File: src/hw/rtl/tei_pkg.sv
// Shared widths, flag bundle and per-edge decision for the triangle edge test.
`timescale 1ns / 1ps
`default_nettype none

package tei_pkg;

  localparam int COORD_BITS = 21;
  localparam int VERTEX_W   = 63;
  localparam int TOL_W      = 20;
  localparam logic [TOL_W-1:0] TOL_RESET = TOL_W'(168);

  // Exact growth through the datapath: diff, cross term, cross, triple term, dot.
  localparam int DIFF_W  = COORD_BITS + 1;
  localparam int PROD_W  = 2 * DIFF_W;
  localparam int CROSS_W = PROD_W + 1;
  localparam int TRIP_W  = CROSS_W + DIFF_W;
  localparam int DOT_W   = TRIP_W + 2;
  localparam int CMP_W   = DOT_W + 1;

  // Register stages from accept to result strobe.
  localparam int NUM_STAGES = 8;

  typedef logic signed [COORD_BITS-1:0] coord_t;
  typedef logic signed [DIFF_W-1:0]     diff_t;
  typedef logic signed [PROD_W-1:0]     prod_t;
  typedef logic signed [CROSS_W-1:0]    cross_t;
  typedef logic signed [TRIP_W-1:0]     trip_t;
  typedef logic signed [DOT_W-1:0]      dot_t;
  typedef logic signed [CMP_W-1:0]      cmp_t;

  // Sign classes against the dead zone, plus the two sum compares per branch.
  typedef struct packed {
    logic wpos;  // w >  tol
    logic wneg;  // w < -tol
    logic spos;
    logic sneg;
    logic tpos;
    logic tneg;
    logic upos;  // u = -(m.b)
    logic uneg;
    logic wlt;   // w < s+t+u
    logic wgt;   // w > s+t+u
    logic sgt;   // s > t+u
    logic slt;   // s < t+u
  } tei_flags_t;

  // Near-zero w uses m = d x a, i.e. t and u negated, folded into the flags.
  function automatic logic edge_hit(tei_flags_t f);
    logic h;
    if (f.wpos) begin
      h = !f.spos && !f.tneg && !f.uneg && !f.wlt;
    end else if (f.wneg) begin
      h = !f.sneg && !f.tpos && !f.upos && !f.wgt;
    end else if (f.spos) begin
      h = !f.tpos && !f.upos && !f.sgt;
    end else if (f.sneg) begin
      h = !f.tneg && !f.uneg && !f.slt;
    end else begin
      h = 1'b0;
    end
    return h;
  endfunction

endpackage

`default_nettype wire

File: src/hw/rtl/tei_edge_check.sv
// Per-edge classification: dead-zone compares, then the sum compares (two stages).
`timescale 1ns / 1ps
`default_nettype none

module tei_edge_check import tei_pkg::*; (
  input  logic             clk_i,
  input  dot_t             w_i,
  input  dot_t             s_i,
  input  dot_t             t_i,
  input  dot_t             mb_i,
  input  logic [TOL_W-1:0] tol_i,
  output tei_flags_t       flags_o
);

  dot_t       pos_tol;
  dot_t       neg_tol;
  tei_flags_t fa_d, fa_q;
  cmp_t       ws_d, ws_q;
  cmp_t       tu_d, tu_q;
  cmp_t       s_d, s_q;
  tei_flags_t fb_d, fb_q;

  assign pos_tol = dot_t'({{(DOT_W-TOL_W){1'b0}}, tol_i});
  assign neg_tol = -pos_tol;

  // Stage A: classify each triple product, form w-s and t+u (u = -mb).
  always_comb begin
    fa_d      = '0;
    fa_d.wpos = w_i > pos_tol;
    fa_d.wneg = w_i < neg_tol;
    fa_d.spos = s_i > pos_tol;
    fa_d.sneg = s_i < neg_tol;
    fa_d.tpos = t_i > pos_tol;
    fa_d.tneg = t_i < neg_tol;
    fa_d.upos = mb_i < neg_tol;
    fa_d.uneg = mb_i > pos_tol;
  end

  assign ws_d = CMP_W'(w_i) - CMP_W'(s_i);
  assign tu_d = CMP_W'(t_i) - CMP_W'(mb_i);
  assign s_d  = CMP_W'(s_i);

  always_ff @(posedge clk_i) begin
    fa_q <= fa_d;
    ws_q <= ws_d;
    tu_q <= tu_d;
    s_q  <= s_d;
  end

  // Stage B: w vs s+t+u and s vs t+u.
  always_comb begin
    fb_d     = fa_q;
    fb_d.wlt = ws_q < tu_q;
    fb_d.wgt = ws_q > tu_q;
    fb_d.sgt = s_q > tu_q;
    fb_d.slt = s_q < tu_q;
  end

  always_ff @(posedge clk_i) begin
    fb_q <= fb_d;
  end

  assign flags_o = fb_q;

endmodule

`default_nettype wire

File: config.mk
export PLATFORM = sky130hd
export DESIGN_NAME = tei_edge_check
export DESIGN_NICKNAME = d
export VERILOG_FILES = /design/src/hw/rtl/tei_pkg.sv /design/src/hw/rtl/tei_edge_check.sv
export SDC_FILE = /design/constraint.sdc
export NUM_CORES = 1
export LEC_CHECK = 0
export ABC_AREA = 1
export BUFFER_PORTS_ARGS = -buffer_cell sky130_fd_sc_hd__buf_2
export CORE_MARGIN = 4
export CORE_UTILIZATION = 35
export CTS_CLUSTER_DIAMETER = 200
export DETAILED_ROUTE_END_ITERATION = 10
export RECOVER_POWER = 25
export SYNTH_ARGS = -nofsm -noshare
export SYNTH_HDL_FRONTEND = slang
export SYNTH_SLANG_ARGS = --single-unit
File: constraint.sdc
create_clock -name clk_i -period 14 [get_ports clk_i]
set_clock_uncertainty 0.05 [all_clocks]
set_input_delay 2.8 -clock clk_i [delete_from_list [all_inputs] [get_ports clk_i]]
set_output_delay 2.8 -clock clk_i [all_outputs]
set_load 0.01 [all_outputs]
Word-level counts from Yosys, hierarchy flattened

Index checks and enable logic that the tools add are counted.

Add/sub/neg operators: 3
$mul: 0
Div/mod/pow operators: 0
Order comparisons: 12
Equal/unequal tests: 0
Shifts and indexed selects: 0
Multiplexer cells: 0
Bitwise gates (word level): 0
Reduce and logical (&&, ||, !) cells: 0

Operator list:

| kind                                     | number |
|---|---|
| greater-than comparator 69 x 21 -> 1 bit | 4 |
| < comparator 69 bit                      | 4 |
| subtractor 69 x 69 -> 70 bit             | 2 |
| greater-than comparator 69 x 70 -> 1 bit | 1 |
| greater-than comparator 70 bit           | 1 |
| < comparator 69 x 70 -> 1 bit            | 1 |
| < comparator 70 bit                      | 1 |
| negator 20 -> 69 bit                     | 1 |

Bits in registers: 229
Bits in latches: 0
RAM bits: 0
ROM bits: 0
Input port bits: 297
Output and inout bits: 12
Logic and storage cells: 38
Memories kept: 0

Longest topological paths before layout

Depth in word-level cells: 2
Mapped depth: 24
Mapped depth without buffers: 24

Worst setup path after synthesis

Ideal clock, no wire load.

Kind: input -> register
Start: input port tol_i[1]
End: register fa_q[8] (netlist name)
Setup time: 112 ps
Arrival: 6647 ps
Data required time: 13838 ps
Path slack: 7191 ps
Stages on the path: 17
Buffers on the path: 1
Cells stage by stage: inv_1 > ha_1 > nand2_1 > nor2_1 > nand3_1 > nand3b_1 > clkbuf_1 > nor4_1 > ha_1 > nand4_1 > nor3_1 > nor4b_1 > nand3_1 > nor4_1 > nand2_1 > nand3_1 > nand2_1

RTL lines:

| element              | RTL line             | source |
|---|---|---|
| start, declared      | tei_edge_check.sv:11 | `input logic [TOL_W-1:0] tol_i,` |
| end signal, assigned | tei_edge_check.sv:44 | `fa_q <= fa_d;` |
| end, declared        | tei_edge_check.sv:17 | `tei_flags_t fa_d, fa_q;` |

==> flow_summary.ini <==
[placement]
io_buffer_count = 308
gp_congestion = 1.02
dp_hpwl_mm = 109
pre_cts_ws_ps = 6770
dp.cells = 5390

[worst_setup_path]
ff2ff_path_depth = 10
worstReg2RegEnd = flags_o[1]
crit_required_ps = 14450
crit_arrival_ps = 7020
reg2reg_setup_slack_ps = 11100
end_kind = register
timing.rr.start = tu_q[5]
startpoint_type = primary input
cp_max_fo = 11
worstSetupPathType = in2reg

[cells_and_area]
fillCellCount = 8327
num-nets-final = 5277
drive_gt1_share_pct = 10.1
syn2layout_area_growth_pct = 15.1
instances_no_fill = 5458

[global_routing]
grt_usage_pct = 29.3
overflow = 0
grt_antenna_before_repair = 16
grt_pass1_wl_mm = 181
grt_max_degree = 22
grt_pass1_vias = 28589

[route]
first_pass_iters = 7
ant_nets = 0
drc_errors = 0
wl_per_cell_um = 23.2
num_vias = 29732
drtIter0Drc = 2865
viasPerCell = 5.45
routed_wl_mm = 127

[yosys]
ys_seq_area_share_pct = 16.6
synthFlopType = dfxtp_1
syn_nets = 4916
syn_area_per_cell_um2 = 6.85
yosysWarnings = 0
async_reset_ff_share_pct = 0
ys_ff_latch = 229
synth_top_area_share_pct = 27.1
synth.most_common_cell = nand2_1
synth_common_cells = nand2_1, inv_1, ha_1, a21oi_1, nor2_1
syn-cell-area_um2 = 27600
ys_top_cells_by_area = ha_1, dfxtp_1, nand2_1, inv_1, a21oi_1
yosysTopAreaCell = ha_1
synth_enable_flop_cells = 0
netlist_instances = 4021
netlist-cell-type-count = 58

[power_and_ir_drop]
power_mw = 2.87
p_leak_nw = 15.9
peakVddDrop_mv = 0.0697
p_per_area_nw_per_um2 = 90.5

[sta]
max_slew_margin_pct = 12.6
period_needed_ps = 6570
max_freq_mhz = 152
tightest_slew_ps = 1300
grt_setup_unrepaired = false
hold_viol_final = 0
slew_violations = 0
finalSetupViolCount = 0
finalCritPeriodShare_pct = 46.9
fin_tns_setup_ps = 0
worst_slack_ps = 7430

[clocking]
root_buffer = clkbuf_16
clk_latency_ps = 610
numCtsBuffers = 30
path_clk_slew_ps = 60
cts_tree = yes
max-clock-path-buffers = 3
cts.repair.resized = 0
cts.sinks = 229
cts_max_level = 1
cts_setup_buffers = 0
ctsHoldBuffers = 0

[floorplanning]
fp-row-count = 102
ios = 309
start_util_pct = 35.5
die_h_um = 289
fp.dieW_um = 289
die-area_um2 = 83300
core-area_um2 = 77700

[run]
drv_cap = 0

[min_path]
hold_path_depth = 0
hp-start = fa_q[11]
worstHoldEndpoint = flags_o[11]
hp-class = reg2reg

[outcome]
status = completed
[flip-flops by register name, summed over array words and instances, names as in the netlist]
| signal | count |
|---|---|
| tu_q | 70 |
| ws_q | 70 |
| s_q | 69 |
| flags_o | 12 |
| fa_q | 8 |
[cell usage in the layout, fill, tap and decap left out, types with 27 or more instances in the layout]
cell and n:
a21oi_1 456, buf_2 257, buf_4 27, clkbuf_1 53
clkbuf_16 31, dfxtp_1 229, ha_1 596, inv_1 644
nand2_1 647, nand3_1 143, nand4_1 99, nor2_1 438
nor3_1 53, nor4_1 63, o21a_1 45, o21ai_0 166
xnor2_1 48, xor2_1 91
[worst max-delay path by stage]
stage,startpoint,endpoint,slack (ps),cells after the start
2_1_floorplan,tol_i[1],fa_q[8],7190,17
3_3_place_gp,tol_i[1],fa_q[8],6860,17
3_5_place_dp,tol_i[1],fa_q[8],6770,17
4_1_cts,tol_i[1],fa_q[8],7400,17
5_1_grt,tol_i[1],fa_q[8],7010,17
6_report,tol_i[1],fa_q[8],7430,17
[critical path, cell delays in order]
cell and delay [ps]:
buf_2 110, inv_1 190, ha_1 240, nand2_1 110
nor2_1 150, nand3_1 230, nand3b_1 620, nor4_4 920
buf_4 320, ha_1 170, nand4_1 110, nor4b_1 450
nand3_1 130, nor4_1 190, nand2_1 110, nand3_1 80
nand2_1 50
[cell type report]
cell class / count / area [µm²] / share of cell area [%]
timing repair buffer: 335 / 1680 / 5.30
clock inverter: 21 / 285 / 0.899
antenna: 13 / 32.5 / 0.103
sequential: 229 / 4580 / 14.5
tap: 1040 / 1300 / 4.10
multi-input combinational: 3135 / 20600 / 64.9
inverter: 651 / 2440 / 7.70
clock buffer: 34 / 797 / 2.51
[power breakdown]
group | leakage [nW] | total (mW) | internal [mW] | switching, mW
registers | 1.93 | 0.817 | 0.767 | 0.0494
logic | 13.5 | 1.19 | 0.400 | 0.793
clock network | 0.519 | 0.862 | 0.508 | 0.354
[through the flow]
stage	area, µm²	utilization [%]	hold WS [ps]
after floorplan	27600	-	260
after global placement	30700	39.5	261
after detailed placement	30700	39.5	262
after CTS	31800	40.9	274
after global routing	31700	40.8	285
final	31700	40.8	274
[cells by family after synthesis]
logic type               count (synthesis)  share of synthesized area, %
flip-flops                             229                          16.6
XOR/XNOR                               139                          4.42
buffers and inverters                  657                          8.95
adder cells (fa/ha/maj)                598                          27.2
AO/OA/AOI/OAI                          855                          17.9
AND/OR/NAND/NOR                       1543                          24.8
[per-layer routing]
layer | wire length, µm | global-route usage (%) | up-vias
met5 | 27 | 0 | -
met1 | 53500 | 38.9 | 13727
met4 | 6890 | 13.8 | 4
li1 | - | - | 14499
met3 | 10400 | 3.72 | 255
met2 | 55900 | 47.2 | 1247
No activity file was read; power rests on OpenSTA's default activity.
